<file path="config.mk">
export PLATFORM = sky130hd
export DESIGN_NAME = text_cursor_controller_core
export DESIGN_NICKNAME = d
export VERILOG_FILES = /design/src/rtl/tcc_pkg.sv /design/src/rtl/tcc_cfg.sv /design/src/rtl/tcc_front.sv /design/src/rtl/tcc_queue.sv /design/src/rtl/tcc_back.sv /design/src/rtl/text_cursor_controller_core.sv
export SDC_FILE = /design/constraint.sdc
export NUM_CORES = 1
export LEC_CHECK = 0
export BUFFER_PORTS_ARGS = -buffer_cell sky130_fd_sc_hd__buf_4
export CAP_MARGIN = 20
export CORE_MARGIN = 2
export CORE_UTILIZATION = 40
export CTS_CLUSTER_SIZE = 25
export DETAILED_ROUTE_END_ITERATION = 10
export HOLD_SLACK_MARGIN = 0.05
export PLACE_DENSITY = 0.66
export SYNTH_ARGS = -nofsm -noshare
export SYNTH_HDL_FRONTEND = slang
export SYNTH_SLANG_ARGS = --single-unit
</file>
<file path="constraint.sdc">
create_clock -name aclk -period 4.7 [get_ports aclk]
set_input_delay 0.94 -clock aclk [delete_from_list [all_inputs] [get_ports aclk]]
set_output_delay 0.94 -clock aclk [all_outputs]
set_load 0.02 [all_outputs]
</file>
<file path="src/rtl/tcc_pkg.sv">
// ============================================================================
// Text cursor controller package
// Shared widths, codes and transfer types of the text cursor controller.
// ============================================================================
package tcc_pkg;

    // Screen geometry limits.
    localparam int MAX_COLS = 160;
    localparam int MAX_ROWS = 64;
    localparam int COL_W    = 8;
    localparam int ROW_W    = 6;

    // Configuration port.
    localparam int CFG_DATA_W  = 8;
    localparam int CFG_INDEX_W = 3;

    localparam logic [CFG_INDEX_W-1:0] REG_WINDOW_LEFT   = 3'd0;
    localparam logic [CFG_INDEX_W-1:0] REG_WINDOW_RIGHT  = 3'd1;
    localparam logic [CFG_INDEX_W-1:0] REG_WINDOW_TOP    = 3'd2;
    localparam logic [CFG_INDEX_W-1:0] REG_WINDOW_BOTTOM = 3'd3;
    localparam logic [CFG_INDEX_W-1:0] REG_TAB_SHIFT     = 3'd4;
    localparam logic [CFG_INDEX_W-1:0] REG_SCROLL_ENABLE = 3'd5;

    // Character codes.
    localparam logic [7:0] CHAR_BS    = 8'd8;
    localparam logic [7:0] CHAR_TAB   = 8'd9;
    localparam logic [7:0] CHAR_LF    = 8'd10;
    localparam logic [7:0] CHAR_VT    = 8'd11;
    localparam logic [7:0] CHAR_CR    = 8'd13;
    localparam logic [7:0] CHAR_SPACE = 8'd32;

    // A character yields at most three commands.
    localparam int MAX_RESULTS = 3;
    localparam int RES_CNT_W   = 2;

    // Command queue between front and back.
    localparam int QUEUE_DEPTH = 2;   // power of two, pointers wrap naturally
    localparam int QUEUE_AW    = $clog2(QUEUE_DEPTH);
    localparam int QUEUE_CW    = $clog2(QUEUE_DEPTH + 1);

    typedef enum logic [1:0] {
        KIND_MOVE        = 2'd0,
        KIND_DRAW        = 2'd1,
        KIND_SCROLL_UP   = 2'd2,
        KIND_SCROLL_DOWN = 2'd3
    } tcc_kind_t;

    typedef struct packed {
        logic [COL_W-1:0] window_left;
        logic [COL_W-1:0] window_right;
        logic [ROW_W-1:0] window_top;
        logic [ROW_W-1:0] window_bottom;
        logic [2:0]       tab_shift;
        logic             scroll_enable;
    } tcc_cfg_t;

    typedef struct packed {
        tcc_kind_t        kind;
        logic [7:0]       glyph;
        logic [COL_W-1:0] column;
        logic [ROW_W-1:0] line;
    } tcc_result_t;

    typedef struct packed {
        logic [RES_CNT_W-1:0]              count;
        tcc_result_t [MAX_RESULTS-1:0]     res;
    } tcc_packet_t;

endpackage

</file>
<file path="src/rtl/tcc_cfg.sv">
// ============================================================================
// Text cursor controller configuration registers
// Holds the window, tab and scroll settings; columns saturate, rows are masked.
// ============================================================================
module tcc_cfg (
    input  logic                            aclk,
    input  logic                            aresetn,
    input  logic                            cfg_wr_en,
    input  logic [tcc_pkg::CFG_INDEX_W-1:0] cfg_index,
    input  logic [tcc_pkg::CFG_DATA_W-1:0]  cfg_data,
    output tcc_pkg::tcc_cfg_t               cfg
);
    import tcc_pkg::*;

    localparam logic [COL_W-1:0] COL_LIMIT = COL_W'(MAX_COLS - 1);
    localparam logic [ROW_W-1:0] ROW_LIMIT = ROW_W'(MAX_ROWS - 1);

    tcc_cfg_t         cfg_reg;
    tcc_cfg_t         cfg_next;
    logic [COL_W-1:0] col_val;
    logic [ROW_W-1:0] row_val;

    always_comb begin
        col_val  = cfg_data[COL_W-1:0];
        row_val  = cfg_data[ROW_W-1:0];
        if (col_val > COL_LIMIT) begin
            col_val = COL_LIMIT;
        end
        if (row_val > ROW_LIMIT) begin
            row_val = ROW_LIMIT;
        end
        cfg_next = cfg_reg;
        if (cfg_wr_en) begin
            case (cfg_index)
                REG_WINDOW_LEFT:   cfg_next.window_left   = col_val;
                REG_WINDOW_RIGHT:  cfg_next.window_right  = col_val;
                REG_WINDOW_TOP:    cfg_next.window_top    = row_val;
                REG_WINDOW_BOTTOM: cfg_next.window_bottom = row_val;
                REG_TAB_SHIFT:     cfg_next.tab_shift     = cfg_data[2:0];
                REG_SCROLL_ENABLE: cfg_next.scroll_enable = cfg_data[0];
                default:           cfg_next = cfg_reg;
            endcase
        end
    end

    always_ff @(posedge aclk) begin
        if (!aresetn) begin
            cfg_reg.window_left   <= COL_W'(0);
            cfg_reg.window_right  <= COL_W'(79);
            cfg_reg.window_top    <= ROW_W'(0);
            cfg_reg.window_bottom <= ROW_W'(29);
            cfg_reg.tab_shift     <= 3'd3;
            cfg_reg.scroll_enable <= 1'b1;
        end else begin
            cfg_reg <= cfg_next;
        end
    end

    assign cfg = cfg_reg;

endmodule

</file>
<file path="src/rtl/tcc_front.sv">
// ============================================================================
// Text cursor controller front end
// Classifies each character, updates the cursor and builds its command packet.
// ============================================================================
module tcc_front (
    input  logic                  aclk,
    input  logic                  aresetn,
    input  logic                  s_tvalid,
    output logic                  s_tready,
    input  logic [7:0]            s_tdata,
    input  tcc_pkg::tcc_cfg_t     cfg,
    input  logic                  queue_full,
    output logic                  push,
    output tcc_pkg::tcc_packet_t  packet
);
    import tcc_pkg::*;

    function automatic tcc_result_t mk(input tcc_kind_t kind, input logic [7:0] glyph,
                                       input logic [COL_W-1:0] column,
                                       input logic [ROW_W-1:0] line);
        tcc_result_t r;
        r.kind   = kind;
        r.glyph  = glyph;
        r.column = column;
        r.line   = line;
        return r;
    endfunction

    logic [COL_W-1:0] col_reg, col_next;
    logic [ROW_W-1:0] row_reg, row_next;

    logic             dn_step, dn_scroll, up_step, up_scroll;
    logic [ROW_W-1:0] dn_row, up_row;
    logic [COL_W-1:0] right_m1;
    logic [8:0]       tab_base;
    logic [15:0]      tab_full;
    logic [COL_W-1:0] tab_col;
    tcc_result_t      scroll_up_res, scroll_dn_res;

    always_comb begin
        dn_step   = row_reg < cfg.window_bottom;
        dn_row    = dn_step ? row_reg + ROW_W'(1) : row_reg;
        dn_scroll = !dn_step && cfg.scroll_enable;
        up_step   = cfg.window_top < row_reg;
        up_row    = up_step ? row_reg - ROW_W'(1) : row_reg;
        up_scroll = !up_step && cfg.scroll_enable;
        right_m1  = (cfg.window_right == '0) ? '0 : cfg.window_right - COL_W'(1);

        // Next tab stop; the stop may lie far beyond the screen for wide shifts.
        tab_base = {1'b0, col_reg >> cfg.tab_shift} + 9'd1;
        tab_full = {7'b0, tab_base} << cfg.tab_shift;
        tab_col  = (tab_full >= {8'b0, cfg.window_right}) ? right_m1 : tab_full[COL_W-1:0];

        scroll_up_res = mk(KIND_SCROLL_UP, 8'd0, '0, '0);
        scroll_dn_res = mk(KIND_SCROLL_DOWN, 8'd0, '0, '0);
    end

    always_comb begin
        packet   = '0;
        col_next = col_reg;
        row_next = row_reg;
        case (s_tdata)
            CHAR_BS: begin
                if (cfg.window_left < col_reg) begin
                    col_next         = col_reg - COL_W'(1);
                    packet.count     = 2'd2;
                    packet.res[0]    = mk(KIND_MOVE, 8'd0, col_next, row_reg);
                    packet.res[1]    = mk(KIND_DRAW, CHAR_SPACE, col_next, row_reg);
                end else begin
                    col_next = right_m1;
                    row_next = up_row;
                    if (up_scroll) begin
                        packet.count  = 2'd3;
                        packet.res[0] = scroll_dn_res;
                        packet.res[1] = mk(KIND_MOVE, 8'd0, right_m1, up_row);
                        packet.res[2] = mk(KIND_DRAW, CHAR_SPACE, right_m1, up_row);
                    end else begin
                        packet.count  = 2'd2;
                        packet.res[0] = mk(KIND_MOVE, 8'd0, right_m1, up_row);
                        packet.res[1] = mk(KIND_DRAW, CHAR_SPACE, right_m1, up_row);
                    end
                end
            end
            CHAR_CR: begin
                col_next      = cfg.window_left;
                packet.count  = 2'd1;
                packet.res[0] = mk(KIND_MOVE, 8'd0, cfg.window_left, row_reg);
            end
            CHAR_TAB: begin
                col_next      = tab_col;
                packet.count  = 2'd1;
                packet.res[0] = mk(KIND_MOVE, 8'd0, tab_col, row_reg);
            end
            CHAR_VT: begin
                row_next = dn_row;
                if (dn_scroll) begin
                    packet.count  = 2'd2;
                    packet.res[0] = scroll_up_res;
                    packet.res[1] = mk(KIND_MOVE, 8'd0, col_reg, dn_row);
                end else begin
                    packet.count  = 2'd1;
                    packet.res[0] = mk(KIND_MOVE, 8'd0, col_reg, dn_row);
                end
            end
            default: begin
                // Newline and every code not decoded above share the step-down tail.
                if (s_tdata == CHAR_LF) begin
                    packet.res[0] = mk(KIND_MOVE, 8'd0, cfg.window_left, row_reg);
                end else begin
                    packet.res[0] = mk(KIND_DRAW, s_tdata, col_reg, row_reg);
                end
                if (s_tdata != CHAR_LF && col_reg < cfg.window_right) begin
                    col_next      = col_reg + COL_W'(1);
                    packet.count  = 2'd2;
                    packet.res[1] = mk(KIND_MOVE, 8'd0, col_next, row_reg);
                end else begin
                    col_next = cfg.window_left;
                    row_next = dn_row;
                    if (dn_scroll) begin
                        packet.count  = 2'd3;
                        packet.res[1] = scroll_up_res;
                        packet.res[2] = mk(KIND_MOVE, 8'd0, cfg.window_left, dn_row);
                    end else begin
                        packet.count  = 2'd2;
                        packet.res[1] = mk(KIND_MOVE, 8'd0, cfg.window_left, dn_row);
                    end
                end
            end
        endcase
    end

    assign s_tready = !queue_full;
    assign push     = s_tvalid && s_tready;

    always_ff @(posedge aclk) begin
        if (!aresetn) begin
            col_reg <= '0;
            row_reg <= '0;
        end else if (push) begin
            col_reg <= col_next;
            row_reg <= row_next;
        end
    end

`ifndef SYNTHESIS
    a_packet_nonempty: assert property (@(posedge aclk) disable iff (!aresetn)
        push |-> (packet.count != 2'd0))
        else $error("front pushed an empty command packet");
`endif

endmodule

</file>
<file path="src/rtl/tcc_queue.sv">
// ============================================================================
// Text cursor controller command queue
// Short first-in first-out buffer of command packets between front and back.
// ============================================================================
module tcc_queue (
    input  logic                  aclk,
    input  logic                  aresetn,
    input  logic                  push,
    input  tcc_pkg::tcc_packet_t  push_packet,
    output logic                  full,
    input  logic                  pop,
    output logic                  head_valid,
    output tcc_pkg::tcc_packet_t  head_packet
);
    import tcc_pkg::*;

    tcc_packet_t         entry_reg [QUEUE_DEPTH];
    logic [QUEUE_AW-1:0] wr_ptr_reg, wr_ptr_next;
    logic [QUEUE_AW-1:0] rd_ptr_reg, rd_ptr_next;
    logic [QUEUE_CW-1:0] count_reg, count_next;

    assign full        = (count_reg == QUEUE_CW'(QUEUE_DEPTH));
    assign head_valid  = (count_reg != '0);
    assign head_packet = entry_reg[rd_ptr_reg];

    always_comb begin
        wr_ptr_next = push ? wr_ptr_reg + QUEUE_AW'(1) : wr_ptr_reg;
        rd_ptr_next = pop  ? rd_ptr_reg + QUEUE_AW'(1) : rd_ptr_reg;
        count_next  = count_reg;
        if (push && !pop) begin
            count_next = count_reg + QUEUE_CW'(1);
        end else if (pop && !push) begin
            count_next = count_reg - QUEUE_CW'(1);
        end
    end

    always_ff @(posedge aclk) begin
        if (!aresetn) begin
            wr_ptr_reg <= '0;
            rd_ptr_reg <= '0;
            count_reg  <= '0;
        end else begin
            wr_ptr_reg <= wr_ptr_next;
            rd_ptr_reg <= rd_ptr_next;
            count_reg  <= count_next;
        end
    end

    always_ff @(posedge aclk) begin
        if (push) begin
            entry_reg[wr_ptr_reg] <= push_packet;
        end
    end

`ifndef SYNTHESIS
    a_no_overflow: assert property (@(posedge aclk) disable iff (!aresetn)
        push |-> (!full || pop))
        else $error("command queue written while full");
    a_no_underflow: assert property (@(posedge aclk) disable iff (!aresetn)
        pop |-> head_valid)
        else $error("command queue read while empty");
`endif

endmodule

</file>
<file path="src/rtl/tcc_back.sv">
// ============================================================================
// Text cursor controller back end
// Issues each packet's commands via an output register, one per ready cycle.
// ============================================================================
module tcc_back (
    input  logic                  aclk,
    input  logic                  aresetn,
    input  logic                  head_valid,
    input  tcc_pkg::tcc_packet_t  head_packet,
    output logic                  pop,
    output logic                  m_tvalid,
    input  logic                  m_tready,
    output logic [23:0]           m_tdata,
    output logic [1:0]            m_tuser,
    output logic                  m_tlast
);
    import tcc_pkg::*;

    logic [RES_CNT_W-1:0] idx_reg, idx_next;
    logic                 valid_reg, valid_next;
    tcc_result_t          res_reg, res_next;
    logic                 last_reg, last_next;
    logic                 out_free;
    logic                 idx_last;

    assign out_free = !valid_reg || m_tready;
    assign idx_last = (idx_reg == head_packet.count - RES_CNT_W'(1));
    assign pop      = out_free && head_valid && idx_last;

    always_comb begin
        idx_next   = idx_reg;
        valid_next = valid_reg;
        res_next   = res_reg;
        last_next  = last_reg;
        if (out_free) begin
            valid_next = head_valid;
            if (head_valid) begin
                res_next  = head_packet.res[idx_reg];
                last_next = idx_last;
                idx_next  = idx_last ? '0 : idx_reg + RES_CNT_W'(1);
            end
        end
    end

    always_ff @(posedge aclk) begin
        if (!aresetn) begin
            idx_reg   <= '0;
            valid_reg <= 1'b0;
        end else begin
            idx_reg   <= idx_next;
            valid_reg <= valid_next;
        end
    end

    always_ff @(posedge aclk) begin
        res_reg  <= res_next;
        last_reg <= last_next;
    end

    assign m_tvalid = valid_reg;
    assign m_tdata  = {2'b00, res_reg.line, res_reg.column, res_reg.glyph};
    assign m_tuser  = res_reg.kind;
    assign m_tlast  = last_reg;

`ifndef SYNTHESIS
    a_idx_in_packet: assert property (@(posedge aclk) disable iff (!aresetn)
        head_valid |-> (idx_reg < head_packet.count))
        else $error("result index runs past the packet");
    a_scroll_not_last: assert property (@(posedge aclk) disable iff (!aresetn)
        (valid_reg && (res_reg.kind == KIND_SCROLL_UP || res_reg.kind == KIND_SCROLL_DOWN))
        |-> !last_reg)
        else $error("scroll command closed a character");
`endif

endmodule

</file>
<file path="src/rtl/text_cursor_controller_core.sv">
// ============================================================================
// Text cursor controller core
// Tracks a text cursor inside a window and streams draw, move, scroll commands.
// ============================================================================
// A character transfer is written into the queue; its first command is then
// loaded into the output register and transfers out from there.
// Throughput: one command per cycle while the receiver is ready; a character
// is accepted whenever the queue has room and yields one to three commands.
// Reset: synchronous, active low; cursor to column 0, row 0, registers to
// their defaults, queue and output emptied.
module text_cursor_controller_core (
    input  logic                            aclk,
    input  logic                            aresetn,
    // Input stream: tdata[7:0] = char_code.
    input  logic                            s_tvalid,
    output logic                            s_tready,
    input  logic [7:0]                      s_tdata,
    // Command stream: tdata[7:0] = glyph, [15:8] = column, [21:16] = line,
    // [23:22] zero.
    output logic                            m_tvalid,
    input  logic                            m_tready,
    output logic [23:0]                     m_tdata,
    // tuser[1:0] = kind (move, draw, scroll up, scroll down).
    output logic [1:0]                      m_tuser,
    output logic                            m_tlast,
    // Configuration write port.
    input  logic                            cfg_wr_en,
    input  logic [tcc_pkg::CFG_INDEX_W-1:0] cfg_index,
    input  logic [tcc_pkg::CFG_DATA_W-1:0]  cfg_data
);
    import tcc_pkg::*;

    tcc_cfg_t    cfg;
    logic        queue_full;
    logic        push;
    tcc_packet_t push_packet;
    logic        pop;
    logic        head_valid;
    tcc_packet_t head_packet;

    // Configuration registers; column bounds saturate, row bounds are masked.
    tcc_cfg u_cfg (
        .aclk      (aclk),
        .aresetn   (aresetn),
        .cfg_wr_en (cfg_wr_en),
        .cfg_index (cfg_index),
        .cfg_data  (cfg_data),
        .cfg       (cfg)
    );

    // The front end owns the cursor. It decodes each character in the cycle
    // of its transfer and builds the whole command list for it, so the next
    // character can follow immediately as long as the queue has room.
    tcc_front u_front (
        .aclk       (aclk),
        .aresetn    (aresetn),
        .s_tvalid   (s_tvalid),
        .s_tready   (s_tready),
        .s_tdata    (s_tdata),
        .cfg        (cfg),
        .queue_full (queue_full),
        .push       (push),
        .packet     (push_packet)
    );

    // The queue decouples the two halves so a stalled output does not stall
    // decoding until the queue fills.
    tcc_queue u_queue (
        .aclk        (aclk),
        .aresetn     (aresetn),
        .push        (push),
        .push_packet (push_packet),
        .full        (queue_full),
        .pop         (pop),
        .head_valid  (head_valid),
        .head_packet (head_packet)
    );

    // The back end walks through the head packet one command per transfer and
    // marks the final command of each character with tlast.
    tcc_back u_back (
        .aclk        (aclk),
        .aresetn     (aresetn),
        .head_valid  (head_valid),
        .head_packet (head_packet),
        .pop         (pop),
        .m_tvalid    (m_tvalid),
        .m_tready    (m_tready),
        .m_tdata     (m_tdata),
        .m_tuser     (m_tuser),
        .m_tlast     (m_tlast)
    );

endmodule

</file>
### After elaboration in Yosys (flattened, before gate mapping)

Memory sizes are Yosys's and may differ from the RTL's. A register that Yosys moved wholly into a read port is not among the register bits.
Index checks and enable logic that the tools add are counted.

| word-level totals | value |
|---|---|
| register bits after elaboration | 78 |
| bits in latches | 0 |
| bits in writable memories | 148 |
| bits in read-only memories | 0 |
| output and inout port bits | 29 |
| logic and storage cells | 129 |
| memories kept | 1 |

| operators by class | value |
|---|---|
| add/subtract/negate cells | 12 |
| multipliers | 0 |
| div/mod/pow operators | 0 |
| order comparisons | 8 |
| equal/unequal tests | 15 |
| shift operators | 2 |
| mux-type cells | 41 |
| bitwise logic cells | 2 |
| reductions and logical operators | 30 |

Memories:

| memory | depth | bits a word | rd ports | clocked after Yosys merged registers in | write ports | line | text |
|---|---|---|---|---|---|---|---|
| u_queue.entry_reg | 2 | 74 | 1 | 1 | 1 | tcc_queue.sv:17 | `tcc_packet_t entry_reg [QUEUE_DEPTH];` |

Operators with widths:

| operator | count |
|---|---|
| $mux 24 | 6 |
| $pmux 24 s4 | 1 |
| $pmux 24 s3 | 1 |
| $bmux 24 s2 | 1 |
| $mux 48 | 1 |
| $pmux 24 s2 | 1 |
| $mux 47 | 1 |
| $mux 23 | 2 |
| $eq 8x4->1 const B | 5 |
| $mux 8 | 5 |
| $pmux 8 s4 | 1 |
| $mux 6 | 5 |
| $mux 14 | 2 |
| $pmux 6 s3 | 1 |
| $ge 16x8->1 | 1 |
| $lt 8x8->1 | 2 |
| $reduce_and 2->1 | 8 |
| $shl 9x3->16 | 1 |
| $sub 8x1->8 const B | 2 |
| $lt 6x6->1 | 2 |
| $mux 2 | 5 |
| $add 8x1->9 const B | 1 |
| $add 8x1->8 const B | 1 |
| $gt 8x8->1 const B | 1 |
| other kinds (28) | 53 |

### Logic depth before layout (Yosys ltp)

| depth | value |
|---|---|
| word-level depth | 7 |
| depth in mapped cells | 23 |

### Cells and area by module

Synthesis repeated with hierarchy kept, for this count alone.

| unflattened totals | value |
|---|---|
| cell total of the unflattened synthesis | 1,241 |
| area total of the unflattened synthesis | 13,148.9 um2 |

Modules (own cells, without submodules):

| module | times used | cells each | area an instance (um2) | seq. area each (um2) |
|---|---|---|---|---|
| tcc_queue | 1 | 252 | 5,579.1 | 4,544.4 |
| tcc_front | 1 | 723 | 4,823.4 | 280.3 |
| tcc_back | 1 | 133 | 1,485.2 | 810.8 |
| tcc_cfg | 1 | 133 | 1,261.2 | 640.6 |

### Worst setup path before layout

Ideal clock, no wire load.

| timing path | value |
|---|---|
| path kind | register to register |
| start point | reg u_cfg.cfg_reg, in the netlist u_cfg.cfg[1] |
| end point | reg u_front.col_reg[6] |
| setup time | 0.123 ns |
| data arrival time | 4.661 ns |
| data required time | 4.577 ns |
| setup slack | -0.084 ns |
| stages on the path, launching flop included | 21 |
| clock period less this slack | 4.784 ns |
| path through | dfxtp_1 > mux4_1 > nand2_1 > o211a_1 > buf_6 > inv_2 > ha_1 > and3_1 > nor3_1 > o221ai_1 > ha_1 > a21o_1 > a21oi_1 > o21ai_0 > a21o_1 > a211oi_1 > o211ai_1 > nor4_4 > mux2_2 > a221oi_1 > nor2_1 |

| on the way | value |
|---|---|
| longest elaborated chain between the ends | 6 |

RTL lines:

| what | line | text |
|---|---|---|
| start, declared | tcc_cfg.sv:18 | `tcc_cfg_t cfg_reg;` |
| start signal, assigned | tcc_cfg.sv:55 | `cfg_reg <= cfg_next;` |
| $shr 8x3->8 | tcc_front.sv:50 | `tab_base = {1'b0, col_reg >> cfg.tab_shift} + 9'd1;` |
| $add 8x1->9 | tcc_front.sv:50 |  |
| $shl 9x3->16 * | tcc_front.sv:51 | `tab_full = {7'b0, tab_base} << cfg.tab_shift;` |
| $ge 16x8->1 | tcc_front.sv:52 | `tab_col = (tab_full >= {8'b0, cfg.window_right}) ? right_m1 : tab_full[COL_W-1:0];` |
| $mux 8 * | tcc_front.sv:52 |  |
| $pmux 8 s4 * | tcc_front.sv:62 | `case (s_tdata)` |
| end signal, assigned | tcc_front.sv:140 | `col_reg <= col_next;` |
| end, declared | tcc_front.sv:29 | `logic [COL_W-1:0] col_reg, col_next;` |

Mark *: on every way between the ends. The rest lies on a longest branch, timed or not.
A chain may end at the register's enable or synchronous reset.

==> results.json <==
{
  "yosys.area.top_type_share_pct": 37.2,
  "syn_inst": 1082,
  "ys_types": 86,
  "sw_frac_of_total_pct": 34.8,
  "gp_congestion": 0.999,
  "synth-seq-area-share_pct": 46.8,
  "cp.required_ns": 4.86,
  "clkSinkCount": 193,
  "io_pins": 53,
  "synthArstFlopShare_pct": 0,
  "drc": 0,
  "switchingPower_mw": 2.12,
  "maxCapViolCount": 0,
  "grt_pass1_vias": 8478,
  "nFillCells": 2576,
  "multi_input_area_sq_um": 5580,
  "report.power.total_mw": 6.10,
  "p_comb_share_pct": 37.4,
  "post-route-min-period_ns": 4.57,
  "fin_nets": 1238,
  "ant_nets": 0,
  "largest_register_ffs": 114,
  "wl_per_cell_um": 20.2,
  "setup_slack_ns": 0.125,
  "grt_use_total_pct": 22.1,
  "rrSetupSlack_ns": 0.13,
  "ys_warn_count": 0,
  "power.share.clock_pct": 23.1,
  "cts_hold_buf": 0,
  "critPathLaunchType": "register",
  "synthToLayoutAreaGrowth_pct": 17.5,
  "synth.cells.most_frequent": "139 x edfxtp_1, 84 x nand2_1, 74 x nor2_1, 65 x o21ai_0, 57 x inv_1",
  "core_sq_um": 27700,
  "worst_pin_slew_ns": 0.925,
  "synth_edf_count": 139,
  "numCtsBuffers": 17,
  "globalRouteOverflowTotal": 0,
  "drt_iter0_drc": 980,
  "cts-root-buf": "clkbuf_16",
  "timing.rr.end": "u_queue.entry_reg[1][10]$_DFFE_PP_",
  "io_buffers": 50,
  "synth.most_common_cell": "edfxtp_1",
  "internal-power_mw": 3.98,
  "crit_type": "register to register",
  "hold_viol": 0,
  "r2r_start": "u_cfg.cfg[1]$_SDFFE_PN1P_",
  "rr_worst_depth": 20,
  "leakagePower_nw": 5.05,
  "cts_tree": "yes",
  "grt_first_pass_wirelength_um": 49600,
  "antenna_found_initial": 0,
  "wl_um": 31500,
  "fin_tns_setup_ns": 0,
  "hp-class": "register to register",
  "syn_area_sq_um": 11200,
  "avgSynthCellArea_sq_um": 10.4,
  "grt_setup_unrepaired": "true",
  "synth_ff_type": "edfxtp_1",
  "cts_htree_levels": 4,
  "antenna-diode-count": 0,
  "die_x_um": 172,
  "die_y_um": 172,
  "slew_viol_final": 0,
  "synth_area_leaders": "edfxtp_1 37%, dfxtp_1 9.6%, mux2i_1 4.5%",
  "num_vias": 8971,
  "dieArea_sq_um": 29400,
  "whs_path_depth": 2,
  "cp-end-kind": "register",
  "clk_latency_ns": 0.44,
  "synth_seq_cells": 193,
  "crit_start": "u_cfg.cfg[1]$_SDFFE_PN1P_",
  "fmax_mhz": 219,
  "slew_headroom_pct": 37.9,
  "grt_max_degree": 58,
  "ir_drop_mv": 0.236,
  "clock-skew-final_ns": 0.0182,
  "power.density_nw_per_um2": 462,
  "share_seq_of_total_power_pct": 39.4,
  "setup-violations-final": 0,
  "dr.pass1.iters": 5,
  "pre_cts_slack_ns": -0.243,
  "clk_pin_slew_ns": 0.08,
  "layout-drive-gt1-share_pct": 21.2,
  "clockBufferDepth": 2,
  "cp_data_arrival_time_ns": 4.73,
  "hpwl_um": 22800,
  "viasPerCell": 5.73,
  "regArea_sq_um": 5260,
  "cp-endpoint": "u_queue.entry_reg[1][10]$_DFFE_PP_",
  "fin_crit_sh_pct": 97.3,
  "status": "finished clean",
  "synth_top_area_cell": "edfxtp_1",
  "start_util_pct": 40.5,
  "critPathMaxFanout": 5,
  "rows": 61
}
[layout by cell type, fill, tap and decap left out, types with 9 or more instances in the layout]
| master | instances |
|---|---|
| clkbuf_16 | 17 |
| o21ai_0 | 61 |
| nor3_1 | 21 |
| o211ai_1 | 15 |
| nand2b_1 | 18 |
| nor2_1 | 69 |
| ha_1 | 39 |
| o22ai_1 | 19 |
| nand2_1 | 84 |
| a211oi_1 | 11 |
| inv_1 | 57 |
| mux2i_1 | 51 |
| buf_4 | 137 |
| nor2b_1 | 22 |
| nand3_1 | 30 |
| a21oi_1 | 40 |
| a21o_1 | 23 |
| o221ai_1 | 11 |
| nor4_1 | 9 |
| dfxtp_1 | 50 |
| mux4_2 | 18 |
| xnor2_1 | 29 |
| and2_1 | 15 |
| edfxtp_1 | 139 |
[what timing repair did]
action	CTS	global route
endpoints found under the setup margin	23	22
setup buffers	5	4
pin swaps	6	22
hold endpoints to repair	0	0
resized for setup	15	17
gates cloned	0	1
[critical path: stages, from the launching register on]
cell and delay (ns):
dfxtp_2 0.37, mux4_2 0.51, nand2_1 0.07, o211a_1 0.22, inv_2 0.07, ha_4 0.18, xnor2_2 0.15, mux4_2 0.50
and2_4 0.15, ha_1 0.17, a21o_1 0.15, a21oi_1 0.11, o21ai_1 0.08, a21o_1 0.20, a211oi_2 0.17, o211ai_1 0.21
buf_4 0.21, nor2_4 0.18, nor4_2 0.07, o311ai_1 0.34, nand3_1 0.18
[cell families after synthesis]
group	after synthesis	share of synthesized area, %
simple gates	320	14.2
compound gates	284	17.7
flops	193	46.8
buf+inv	131	4.77
mux	80	9.49
fa+ha+maj	40	4.46
xor+xnor	33	2.57
other cells	1	0.0334
[layer usage]
| layer | wire, um | GRT usage [%] |
|---|---|---|
| met5 | 0 | 0 |
| met4 | 647 | 5.97 |
| met3 | 2360 | 3.89 |
| met2 | 13800 | 33.2 |
| met1 | 14700 | 32.7 |
[worst min-delay path by stage]
stage	startpoint	to
after detailed placement	u_cfg.cfg[4]$_SDFFE_PN1P_	u_cfg.cfg[4]$_SDFFE_PN1P_
after CTS	u_cfg.cfg[4]$_SDFFE_PN1P_	u_cfg.cfg[4]$_SDFFE_PN1P_
after floorplan	u_cfg.cfg[4]$_SDFFE_PN1P_	u_cfg.cfg[4]$_SDFFE_PN1P_
final	u_cfg.cfg[4]$_SDFFE_PN1P_	u_cfg.cfg[4]$_SDFFE_PN1P_
after global routing	u_cfg.cfg[4]$_SDFFE_PN1P_	u_cfg.cfg[4]$_SDFFE_PN1P_
after global placement	u_cfg.cfg[4]$_SDFFE_PN1P_	u_cfg.cfg[4]$_SDFFE_PN1P_
[power by group through the flow]
stage | logic (mW) | clock network (mW) | registers, mW
5_1_grt | 2.49 | 1.51 | 2.44
6_report | 2.28 | 1.41 | 2.40
3_3_place_gp | 2.17 | 0 | 2.43
4_1_cts | 2.23 | 1.44 | 2.41
3_5_place_dp | 2.19 | 0 | 2.44
2_1_floorplan | 1.29 | 0 | 2.57
[area by class of cell]
type,instances,area share [%]
Clock inverter,12,0.948
Tap cell,378,3.58
Sequential cell,193,39.9
Clock buffer,20,3.31
Inverter,61,1.74
Timing Repair Buffer,142,8.24
Multi-Input combinational cell,759,42.3
[through the flow]
stage	util [%]	area (sq um)	hold slack [ns]	std cells
detailed placement	44.9	12400	0.479	1523
global route	47.6	13200	0.530	1565
floorplan	-	11200	0.443	1083
CTS	47.2	13100	0.500	1560
global placement	44.9	12400	0.466	1523
finish	47.6	13200	0.490	1565
Note: power is estimated with default switching activity, not from simulation.
